## config.mk

```make
export PLATFORM = sky130hd
export DESIGN_NAME = byte_mixing_hash_256
export DESIGN_NICKNAME = d
export VERILOG_FILES = /design/src/bmh_pkg.sv /design/src/bmh_front.sv /design/src/bmh_core.sv /design/src/bmh_emit.sv /design/src/byte_mixing_hash_256.sv
export SDC_FILE = /design/constraint.sdc
export NUM_CORES = 2
export LEC_CHECK = 0
export BUFFER_PORTS_ARGS = -buffer_cell sky130_fd_sc_hd__buf_2
export CORE_MARGIN = 2
export CORE_UTILIZATION = 25
export DETAILED_ROUTE_END_ITERATION = 10
export SYNTH_ARGS = -nofsm -noshare
export SYNTH_HDL_FRONTEND = slang
export SYNTH_SLANG_ARGS = --single-unit
```

## constraint.sdc

```tcl
create_clock -name clk -period 8 [get_ports clk]
set_clock_uncertainty 0.2 [all_clocks]
set_input_delay 0.4 -clock clk [delete_from_list [all_inputs] [get_ports clk]]
set_output_delay 0.4 -clock clk [all_outputs]
set_load 0.03 [all_outputs]
```

## src/bmh_pkg.sv

```systemverilog
// Shared types, constants and helper functions for the byte mixing hash.
package bmh_pkg;

  // Hash geometry
  localparam int WORD_COUNT  = 8;
  localparam int WORD_W      = 32;
  localparam int IDX_W       = 3;
  localparam int QUEUE_DEPTH = 4;
  localparam int QPTR_W      = 2;

  // Transaction op codes
  localparam logic [1:0] OP_ABSORB        = 2'd0;
  localparam logic [1:0] OP_ABSORB_FINISH = 2'd1;
  localparam logic [1:0] OP_FINISH        = 2'd2;

  // Mixing constants
  localparam logic [WORD_W-1:0] GOLDEN_ADD    = 32'h9e3779b9;
  localparam logic [4:0]        POS_MOD_LAST  = 5'd28;
  localparam logic [IDX_W-1:0]  LAST_WORD_IDX = 3'd7;

  typedef logic [WORD_COUNT-1:0][WORD_W-1:0] word_bank_t;

  // Element 0 is the low element of the packed bank
  localparam word_bank_t INIT_WORDS = {
    32'h1337c0de, 32'h8badf00d, 32'hcafebabe, 32'h0badc0de,
    32'hfeedface, 32'hdeadbeef, 32'h9abcdef0, 32'h12345678
  };

  // Classified transaction held in the queue
  typedef struct packed {
    logic       absorb;
    logic       finish;
    logic [7:0] data_byte;
  } bmh_item_t;

  // Digest handoff from the mixing core to the output stage
  typedef struct packed {
    logic       load;
    word_bank_t words;
  } digest_load_t;

  // Byte modulo 31: 32 is 1 mod 31, so fold the top three bits onto the low five
  function automatic logic [4:0] mod31(input logic [7:0] b);
    logic [5:0] s;
    s = {3'b000, b[7:5]} + {1'b0, b[4:0]};
    if (s >= 6'd31) begin
      s = s - 6'd31;
    end
    return s[4:0];
  endfunction

  function automatic logic [WORD_W-1:0] rotl32(input logic [WORD_W-1:0] v,
                                               input logic [4:0] n);
    logic [2*WORD_W-1:0] d;
    d = {v, v} << n;
    return d[2*WORD_W-1:WORD_W];
  endfunction

  function automatic logic [WORD_W-1:0] rotr32(input logic [WORD_W-1:0] v,
                                               input logic [4:0] n);
    logic [2*WORD_W-1:0] d;
    d = {v, v} >> n;
    return d[WORD_W-1:0];
  endfunction

endpackage

```

## src/bmh_front.sv

```systemverilog
// Front end: decodes input transactions and buffers them in a short queue.
module bmh_front import bmh_pkg::*; (
  input  logic       clk,
  input  logic       rst_n,
  input  logic       in_valid,
  output logic       in_stall,
  input  logic [1:0] in_op,
  input  logic [7:0] in_data_byte,
  output logic       q_valid,
  output bmh_item_t  q_item,
  input  logic       q_pop
);

  logic                in_accept;
  logic                cls_push;
  bmh_item_t           cls_item;
  logic                push_en;
  logic [QPTR_W:0]     count_r, count_nxt;
  logic [QPTR_W-1:0]   wr_ptr_r, rd_ptr_r;
  bmh_item_t           q_mem_r [QUEUE_DEPTH];

  // Decode op; undefined op is dropped here
  always_comb begin
    cls_push           = 1'b1;
    cls_item.absorb    = 1'b0;
    cls_item.finish    = 1'b0;
    cls_item.data_byte = in_data_byte;
    unique case (in_op)
      OP_ABSORB: begin
        cls_item.absorb = 1'b1;
      end
      OP_ABSORB_FINISH: begin
        cls_item.absorb = 1'b1;
        cls_item.finish = 1'b1;
      end
      OP_FINISH: begin
        cls_item.finish = 1'b1;
      end
      default: begin
        cls_push = 1'b0;
      end
    endcase
  end

  assign in_stall  = (count_r == (QPTR_W+1)'(QUEUE_DEPTH));
  assign in_accept = in_valid && !in_stall;
  assign push_en   = in_accept && cls_push;
  assign q_valid   = (count_r != '0);
  assign q_item    = q_mem_r[rd_ptr_r];

  // Track occupancy
  always_comb begin
    count_nxt = count_r;
    if (push_en && !q_pop) begin
      count_nxt = count_r + 1'b1;
    end else if (!push_en && q_pop) begin
      count_nxt = count_r - 1'b1;
    end
  end

  // Advance pointers
  always_ff @(posedge clk) begin
    if (!rst_n) begin
      count_r  <= '0;
      wr_ptr_r <= '0;
      rd_ptr_r <= '0;
    end else begin
      count_r <= count_nxt;
      if (push_en) begin
        wr_ptr_r <= wr_ptr_r + 1'b1;
      end
      if (q_pop) begin
        rd_ptr_r <= rd_ptr_r + 1'b1;
      end
    end
  end

  // Write queue storage
  always_ff @(posedge clk) begin
    if (push_en) begin
      q_mem_r[wr_ptr_r] <= cls_item;
    end
  end

endmodule

```

## src/bmh_core.sv

```systemverilog
// Mixing core: two-stage word update over a rotating bank of eight words.
module bmh_core import bmh_pkg::*; (
  input  logic         clk,
  input  logic         rst_n,
  input  logic         q_valid,
  input  bmh_item_t    q_item,
  output logic         q_pop,
  input  logic         load_ok,
  output digest_load_t dig
);

  // ring_r[k] holds word (pos + k) mod 8, so reads sit at fixed slots
  word_bank_t        ring_r, ring_nxt;
  word_bank_t        merged;
  word_bank_t        rot_ring;
  logic [2*WORD_COUNT*WORD_W-1:0] dbl;
  logic [WORD_W-1:0] pos_r, pos_nxt;
  logic [4:0]        pm29_r, pm29_nxt;

  logic              pipe_vld_r, pipe_abs_r, pipe_fin_r;
  logic [WORD_W-1:0] pipe_lhs_r, pipe_rhs_r;
  logic [IDX_W-1:0]  pipe_off_r;

  logic              rotate;
  logic [WORD_W-1:0] lhs, rhs, new_word;
  logic [4:0]        rotl_amt, rotr_amt;

  // Hold pops behind a finish in flight and until the output stage is free
  assign q_pop  = q_valid && !(pipe_vld_r && pipe_fin_r) && (!q_item.finish || load_ok);
  assign rotate = q_pop && q_item.absorb;

  // First stage: xor, rotate left, rotate neighbor right
  assign rotl_amt = mod31(q_item.data_byte) + 5'd1;
  assign rotr_amt = pm29_r + 5'd1;
  assign lhs = rotl32(ring_r[0] ^ ({24'h0, q_item.data_byte} + pos_r), rotl_amt);
  assign rhs = rotr32(ring_r[1], rotr_amt);

  // Second stage: combine and add the golden constant
  assign new_word = (pipe_lhs_r ^ pipe_rhs_r) + GOLDEN_ADD;

  // Bank with the pending update merged in, no rotation behind a finish
  always_comb begin
    merged = ring_r;
    if (pipe_vld_r && pipe_abs_r) begin
      merged[WORD_COUNT-1] = new_word;
    end
  end

  // Restore word order for the digest
  assign dbl      = {merged, merged} << {pipe_off_r, 5'b00000};
  assign rot_ring = dbl[2*WORD_COUNT*WORD_W-1:WORD_COUNT*WORD_W];

  assign dig.load  = pipe_vld_r && pipe_fin_r;
  assign dig.words = rot_ring;

  // Rotate bank, land pending write, re-arm after finish
  always_comb begin
    ring_nxt = ring_r;
    if (rotate) begin
      for (int k = 0; k < WORD_COUNT - 1; k++) begin
        ring_nxt[k] = ring_r[k+1];
      end
      ring_nxt[WORD_COUNT-1] = ring_r[0];
    end
    if (pipe_vld_r && pipe_abs_r) begin
      if (rotate) begin
        ring_nxt[WORD_COUNT-2] = new_word;
      end else begin
        ring_nxt[WORD_COUNT-1] = new_word;
      end
    end
    if (pipe_vld_r && pipe_fin_r) begin
      ring_nxt = INIT_WORDS;
    end
  end

  // Step position counters
  always_comb begin
    pos_nxt  = pos_r;
    pm29_nxt = pm29_r;
    if (rotate) begin
      pos_nxt  = pos_r + 1'b1;
      pm29_nxt = (pm29_r >= POS_MOD_LAST) ? 5'd0 : pm29_r + 5'd1;
    end
    if (q_pop && q_item.finish) begin
      pos_nxt  = '0;
      pm29_nxt = '0;
    end
  end

  always_ff @(posedge clk) begin
    if (!rst_n) begin
      ring_r     <= INIT_WORDS;
      pos_r      <= '0;
      pm29_r     <= '0;
      pipe_vld_r <= 1'b0;
      pipe_abs_r <= 1'b0;
      pipe_fin_r <= 1'b0;
    end else begin
      ring_r     <= ring_nxt;
      pos_r      <= pos_nxt;
      pm29_r     <= pm29_nxt;
      pipe_vld_r <= q_pop;
      pipe_abs_r <= rotate;
      pipe_fin_r <= q_pop && q_item.finish;
    end
  end

  // Stage payload
  always_ff @(posedge clk) begin
    if (q_pop) begin
      pipe_lhs_r <= lhs;
      pipe_rhs_r <= rhs;
      pipe_off_r <= pos_r[IDX_W-1:0] + {{(IDX_W-1){1'b0}}, q_item.absorb};
    end
  end

endmodule

```

## src/bmh_emit.sv

```systemverilog
// Output stage: holds a digest snapshot and sends its eight words in order.
module bmh_emit import bmh_pkg::*; (
  input  logic              clk,
  input  logic              rst_n,
  input  digest_load_t      dig,
  output logic              load_ok,
  output logic              out_valid,
  input  logic              out_stall,
  output logic [WORD_W-1:0] out_digest_word,
  output logic [IDX_W-1:0]  out_word_index,
  output logic              out_last_word
);

  word_bank_t       buf_r;
  logic [IDX_W-1:0] cnt_r;
  logic             busy_r;
  logic             take;
  logic             last;

  assign last    = (cnt_r == LAST_WORD_IDX);
  assign take    = busy_r && !out_stall;
  assign load_ok = !busy_r || (take && last);

  assign out_valid       = busy_r;
  assign out_digest_word = buf_r[0];
  assign out_word_index  = cnt_r;
  assign out_last_word   = last;

  // Sequence the eight words
  always_ff @(posedge clk) begin
    if (!rst_n) begin
      busy_r <= 1'b0;
      cnt_r  <= '0;
    end else if (dig.load) begin
      busy_r <= 1'b1;
      cnt_r  <= '0;
    end else if (take) begin
      cnt_r <= cnt_r + 1'b1;
      if (last) begin
        busy_r <= 1'b0;
      end
    end
  end

  // Load snapshot, shift down on each taken word
  always_ff @(posedge clk) begin
    if (dig.load) begin
      buf_r <= dig.words;
    end else if (take) begin
      for (int k = 0; k < WORD_COUNT - 1; k++) begin
        buf_r[k] <= buf_r[k+1];
      end
    end
  end

endmodule

```

## src/byte_mixing_hash_256.sv

```systemverilog
// Top level of the byte mixing 256-bit hash.
//
//   Channel  Handshake            Payload
//   in       in_valid / in_stall  in_op, in_data_byte
//   out      out_valid/out_stall  out_digest_word, out_word_index, out_last_word
//
// One byte transaction is taken per cycle unless stalled; the word update
// runs in two stages behind a four-entry queue. A finish sends eight words,
// one per cycle, from a snapshot buffer while absorbing goes on; a second
// finish waits until the previous digest has drained. Reset is synchronous.
// A stall on the output holds the current word; a finish queued behind it
// waits, later transactions fill the queue, then in_stall rises.
module byte_mixing_hash_256 import bmh_pkg::*; (
  input  logic              clk,
  input  logic              rst_n,
  input  logic              in_valid,
  output logic              in_stall,
  input  logic [1:0]        in_op,
  input  logic [7:0]        in_data_byte,
  output logic              out_valid,
  input  logic              out_stall,
  output logic [WORD_W-1:0] out_digest_word,
  output logic [IDX_W-1:0]  out_word_index,
  output logic              out_last_word
);

  logic         q_valid;
  bmh_item_t    q_item;
  logic         q_pop;
  logic         load_ok;
  digest_load_t dig;

  bmh_front u_front (
    .clk          (clk),
    .rst_n        (rst_n),
    .in_valid     (in_valid),
    .in_stall     (in_stall),
    .in_op        (in_op),
    .in_data_byte (in_data_byte),
    .q_valid      (q_valid),
    .q_item       (q_item),
    .q_pop        (q_pop)
  );

  bmh_core u_core (
    .clk     (clk),
    .rst_n   (rst_n),
    .q_valid (q_valid),
    .q_item  (q_item),
    .q_pop   (q_pop),
    .load_ok (load_ok),
    .dig     (dig)
  );

  bmh_emit u_emit (
    .clk             (clk),
    .rst_n           (rst_n),
    .dig             (dig),
    .load_ok         (load_ok),
    .out_valid       (out_valid),
    .out_stall       (out_stall),
    .out_digest_word (out_digest_word),
    .out_word_index  (out_word_index),
    .out_last_word   (out_last_word)
  );

endmodule

```

# After elaboration in Yosys (flattened, before gate mapping)
# Memories as Yosys holds them, arrays and structs flattened. A register that Yosys moved wholly into a read port is not among the register bits.
# Index checks and enable logic that the tools add are counted.
[word_totals] elab_cells=108 ramBits=40 n_memories=1 regBits=630 out_inout_bits=38
[mem_list] name="u_front.q_mem_r" words=4 width=10 rd=1 rd_clocked_by_memory_dff=1 write_ports=1 line="bmh_front.sv:20" rtl="bmh_item_t q_mem_r [QUEUE_DEPTH];"
[classes] magnitude_cmp=2 n_mux=21 n_eq_ne=4 add_sub_neg=13 n_shift=3 n_reduce_logical=32 bitwise_logic=3
[op_table] op="512-bit by 8-bit left shift with 512-bit output" count=1
[op_table] op="224-bit 2-to-1 mux" count=2
[op_table] op="256-bit 2-to-1 mux" count=1
[op_table] op="32-bit 2-to-1 mux" count=3
[op_table] op="64-bit 2-to-1 mux" count=1
[op_table] op="64-bit by 5-bit left shift with 64-bit output" count=1
[op_table] op="64-bit by 5-bit >> shifter with 32-bit output" count=1
[op_table] op="32-bit bitwise XOR" count=2
[op_table] op="32-bit by 1-bit adder with 32-bit output, second input constant" count=1
[op_table] op="32-bit adder, second input constant" count=1
[op_table] op="8-bit by 32-bit adder with 32-bit output" count=1
[op_table] op="1-bit logical AND" count=12
[op_table] op="5-bit by 1-bit adder with 5-bit output, second input constant" count=2
[op_table] op="5-bit 2-to-1 mux" count=2
[op_table] op="1-bit 2-to-1 mux" count=8
[op_table] op="2-bit OR reduction" count=4
[op_table] op="1-bit zero test" count=7
[op_table] op="3-bit by 1-bit adder with 3-bit output, second input constant" count=2
[op_table] op="3-bit by 5-bit adder with 6-bit output" count=1
[op_table] op="3-bit == test, second input constant" count=2
[op_table] op="6-bit by 5-bit greater-or-equal comparator with 1-bit output, second input constant" count=1
[op_table] op="3-bit 2-to-1 mux" count=2
[op_table] op="2-bit nonzero test" count=3
[op_table] op="5-bit greater-or-equal comparator, second input constant" count=1
[op_table] op="13 further kinds" count=16

# Logic depth before layout (Yosys ltp)
[depth] depth_word=10 depth_mapped=21 ltp_nobuf=16

# Cells and area by module
# From an unflattened synthesis, not the netlist that was laid out.
[hier_totals] hier_cells=4018 area_unflattened_um2=41183.2
[modules_own_cells] mod="bmh_core" instances=1 cells_each=3357 area_per_inst_um2=27796.7
[modules_own_cells] mod="bmh_emit" instances=1 cells_each=556 area_per_inst_um2=11380.9
[modules_own_cells] mod="bmh_front" instances=1 cells_each=105 area_per_inst_um2=2005.7

# Least setup slack after synthesis
# No wires, ideal clock.
[synth_path] path_kind="reg2reg" from="register u_emit.cnt_r[0] (netlist: u_emit.out_word_index[0])" to="register u_core.pos_r[25]" t_arrival_ns=5.986 setup_time_ns=0.070 path_stages_with_launch=13 n_path_buf=2 synth_period_minus_slack_ns=6.257 setup_slack_ns=1.743 cell_sequence="dfxtp_1 ha_1 ha_1 nand2b_1 a311oi_2 and2_1 buf_2 nand4_1 nor2_1 nand3_1 clkbuf_1 or3_1 a21oi_1"
[synth_via] elab_chain_cells=7 word_cells_on_any_way=8
[synth_lines] element="start: declaration" line="bmh_emit.sv:15" rtl="logic [IDX_W-1:0] cnt_r;"
[synth_lines] element="start signal: assignment" line="bmh_emit.sv:38" rtl="cnt_r <= cnt_r + 1'b1;"
[synth_lines] element="3-bit == test (*)" line="bmh_emit.sv:20" rtl="assign last = (cnt_r == LAST_WORD_IDX);"
[synth_lines] element="named net out_last_word" line="byte_mixing_hash_256.sv:24" rtl="output logic out_last_word"
[synth_lines] element="1-bit logical AND (*)" line="bmh_emit.sv:22" rtl="assign load_ok = !busy_r || (take && last);"
[synth_lines] element="1-bit logical OR (*)" line="bmh_emit.sv:22"
[synth_lines] element="1-bit logical OR (*)" line="bmh_core.sv:29" rtl="assign q_pop = q_valid && !(pipe_vld_r && pipe_fin_r) && (!q_item.finish || load_ok);"
[synth_lines] element="1-bit logical AND (*)" line="bmh_core.sv:29"
[synth_lines] element="named net q_pop" line="byte_mixing_hash_256.sv:29" rtl="logic q_pop;"
[synth_lines] element="1-bit logical AND" line="bmh_core.sv:85" rtl="if (q_pop && q_item.finish) begin"
[synth_lines] element="2-bit OR reduction (no line)"
[synth_lines] element="end signal: assignment" line="bmh_core.sv:101" rtl="pos_r <= pos_nxt;"
[synth_lines] element="end: declaration" line="bmh_core.sv:17" rtl="logic [WORD_W-1:0] pos_r, pos_nxt;"
# The timed path passes the listed nets; every way through them passes the cells marked *.
# A chain may end at the register's enable or synchronous reset.

==> impl_results.md <==
- ANT nets after route: 0
- Req. time, crit path: 8190 ps
- Crit Path Max Fanout: 38
- Worst r2r dst: u_core.pipe_lhs_r[8]$_DFFE_PP_
- Routability cong.: 0.906
- Setup CP Type: reg2reg
- Startpoint types: register
- Area grow syn2layout: 11.8%
- Kind of end point of the critical path: register
- Fin. Hold Viols: 0
- Post-Route WL: 115000 µm
- Most frequent cells in the layout: nand2_1 (737), a21oi_1 (374), edfxtp_1 (363), nor2_1 (320), dfxtp_1 (309)
- I/O Buffers: 51
- Syn Inst Count: 4297
- Max Root-Sink Buffers: 3
- Final core utilization: 0.281
- Number of buffers created by CTS: 79
- Initial core utilization: 0.251
- Vias per cell: 5.08
- Maxcap violations: 0
- Die Ht: 406 µm
- RSZ-0062 raised after global routing: false
- Placement row count: 147
- Syn_nets: 4343
- TritonCTS clock tree: done
- DRC: 0
- Hold worst-path end: u_front.q_mem_r[3][9]$_DFFE_PP_
- DR vias: 32300
- Synthesized area: 40300 µm²
- Vias in the first global route: 30300
- Asr flop ratio synth: 0
- Clk slew on worst S/H paths: 60 ps
- Hold Path Depth: 3
- Normalized max-slew margin: 0.189
- Die area: 165000 µm²
- Global-route wire length before repair: 180000 µm
- Largest net degree at the start of global routing: 199
- Class of the most critical hold timing path: in2reg
- # Post-CTS Setup Buffers: 0
- I/O Pins: 52
- Synthesis Warnings: 0
- Skew-Pair Late Insertion Delay: 660 ps
- Clock Root Buffer: clkbuf_16
- Resize count post-CTS: 0
- Worst EP arrival: 6680 ps
- Seq/Total Area, Yosys: 0.424
- Core area: 160000 µm²
- EDFF count, synth: 363
- #FFs+latches synth: 672
- Fmax: 154 MHz
- Pins Over Slew Limit: 0
- Drt first-iter violations: 2864
- H-tree levels: 3
- Non-Filler Instances: 6350
- GR Util All Layers: 0.137
- Layout cell share with drive strength beyond 1: 0.124
- Dpl cells: 6189
- Die Span X: 406 µm
- R2r worst-path depth: 16
- Hold Path Origin: in_op[0]
- Routed length per placed instance: 18.1 µm
- TNS Setup: 0 ps
- Hold Buf Count CTS: 10
- Most used DFF post-synth: edfxtp_1
- Dpl hpwl: 77700 µm
- Tcrit/Tclk final: 0.812
- Most common cell after layout, fill and taps aside: nand2_1
- # nets final: 4166
- Final min period: 6500 ps
- Worst slew pin tran: 1210 ps
- Gr ovfl total: 0
- Reg-to-reg setup timing slack: 1500 ps
- Mean Syn Cell Area: 9.38 µm²
- Distinct cells, synth: 92
- DR pass1 iterations: 5
- Initial antenna violation count: 8
- Setup Viol. Count Final: 0
- CTS sink cnt: 672
- Status: complete, no violations
## flip-flops by register name, summed over array words and instances, names as in the netlist, named ones only
signal,count
u_core.merged,224
u_core.pipe_abs_r,1
u_core.pipe_fin_r,1
u_core.pipe_lhs_r,32
u_core.pipe_off_r,3
u_core.pipe_rhs_r,32
u_core.pipe_vld_r,1
u_core.pm29_r,5
u_core.pos_r,32
u_core.ring_r,32
u_emit.buf_r,224
u_emit.out_digest_word,32
u_emit.out_valid,1
u_emit.out_word_index,3
u_front.count_r,3
u_front.q_mem_r,40
u_front.rd_ptr_r,2
u_front.wr_ptr_r,2
## cell usage after synthesis (all sizes together) (14+ instances only)
master	instances	area share
nand2	742	0.069
a21oi	374	0.046
edfxtp	363	0.27
nor2	324	0.030
dfxtp	309	0.15
clkbuf	273	0.026
mux2i	267	0.066
o21ai	264	0.033
nand3	164	0.020
mux4	129	0.073
mux2	116	0.032
buf	103	0.014
a211oi	91	0.017
xnor2	77	0.017
xor2	65	0.014
o211ai	49	0.0091
a22oi	48	0.0089
nor2b	41	0.0064
nor3	39	0.0048
inv	37	0.0034
and2	34	0.0053
a31oi	29	0.0045
ha	29	0.0090
a21o	25	0.0047
a221oi	24	0.0056
or3	24	0.0038
o22ai	21	0.0033
or2	17	0.0026
nor4	14	0.0022
o21a	14	0.0026
## kinds of logic after synthesis
family | Yosys count | share of synthesized area
xor gates and xnor gates | 142 | 0.0310
buffers and inverters | 413 | 0.0433
muxes | 512 | 0.172
adders and majority gates | 32 | 0.0105
AOI/OAI and AO/OA | 1063 | 0.163
DFF | 672 | 0.424
and+or+nand+nor | 1463 | 0.156
## worst max-delay path by stage
stage / to / slack [ps] / from
4_1_cts: u_core.pipe_lhs_r[16]$_DFFE_PP_ / 1540 / register
3_3_place_gp: u_core.pipe_lhs_r[16]$_DFFE_PP_ / 1640 / register
2_1_floorplan: u_core.pos_r[25]$_SDFFE_PP0P_ / 1740 / u_emit.out_word_index[0]$_SDFFE_PP0P_
6_report: u_core.pipe_lhs_r[8]$_DFFE_PP_ / 1500 / register
5_1_grt: u_core.pipe_lhs_r[16]$_DFFE_PP_ / 1090 / register
3_5_place_dp: u_core.pipe_lhs_r[8]$_DFFE_PP_ / 1530 / register
## per-layer routing
metal	global-route usage	routed length (µm)	vias to the layer above
li1	-	-	15400
met1	0.188	52400	15700
met2	0.217	51800	944
met3	0.0218	6950	198
met4	0.0484	3660	12
met5	0	69	-
## layout make-up
cell class / count / area [µm²]
fill: 16800 / 115000
multi-input combinational: 3212 / 21600
sequential: 672 / 17100
tap: 2160 / 2700
clock buffer: 114 / 2300
timing repair buffer: 118 / 858
clock inverter: 34 / 358
inverter: 37 / 150
antenna: 3 / 7.51
## through the flow
step / setup WS (ps) / cell area, µm² / hold slack, ps
finish: 1500 / 45100 / 56.1
global route: 1090 / 45100 / 65.0
CTS: 1540 / 45100 / 43.0
detailed placement: 1530 / 42300 / 258
global placement: 1640 / 42300 / 241
floorplan: 1740 / 40300 / 232
## worst max-delay path: stages (launching register included)
cell and delay [ps]:
dfxtp_1 690, mux4_1 670, ha_1 270, fa_1 580
ha_1 240, nand2_1 120, o32ai_4 320, xnor2_2 90
buf_4 230, inv_2 70, buf_4 470, ha_1 340
inv_1 660, a211oi_1 160, a21oi_1 360, mux2i_1 190
mux4_1 570
Power is not shown: default switching activity piles up to over one toggle a cycle in this logic, so the estimate is an artifact.
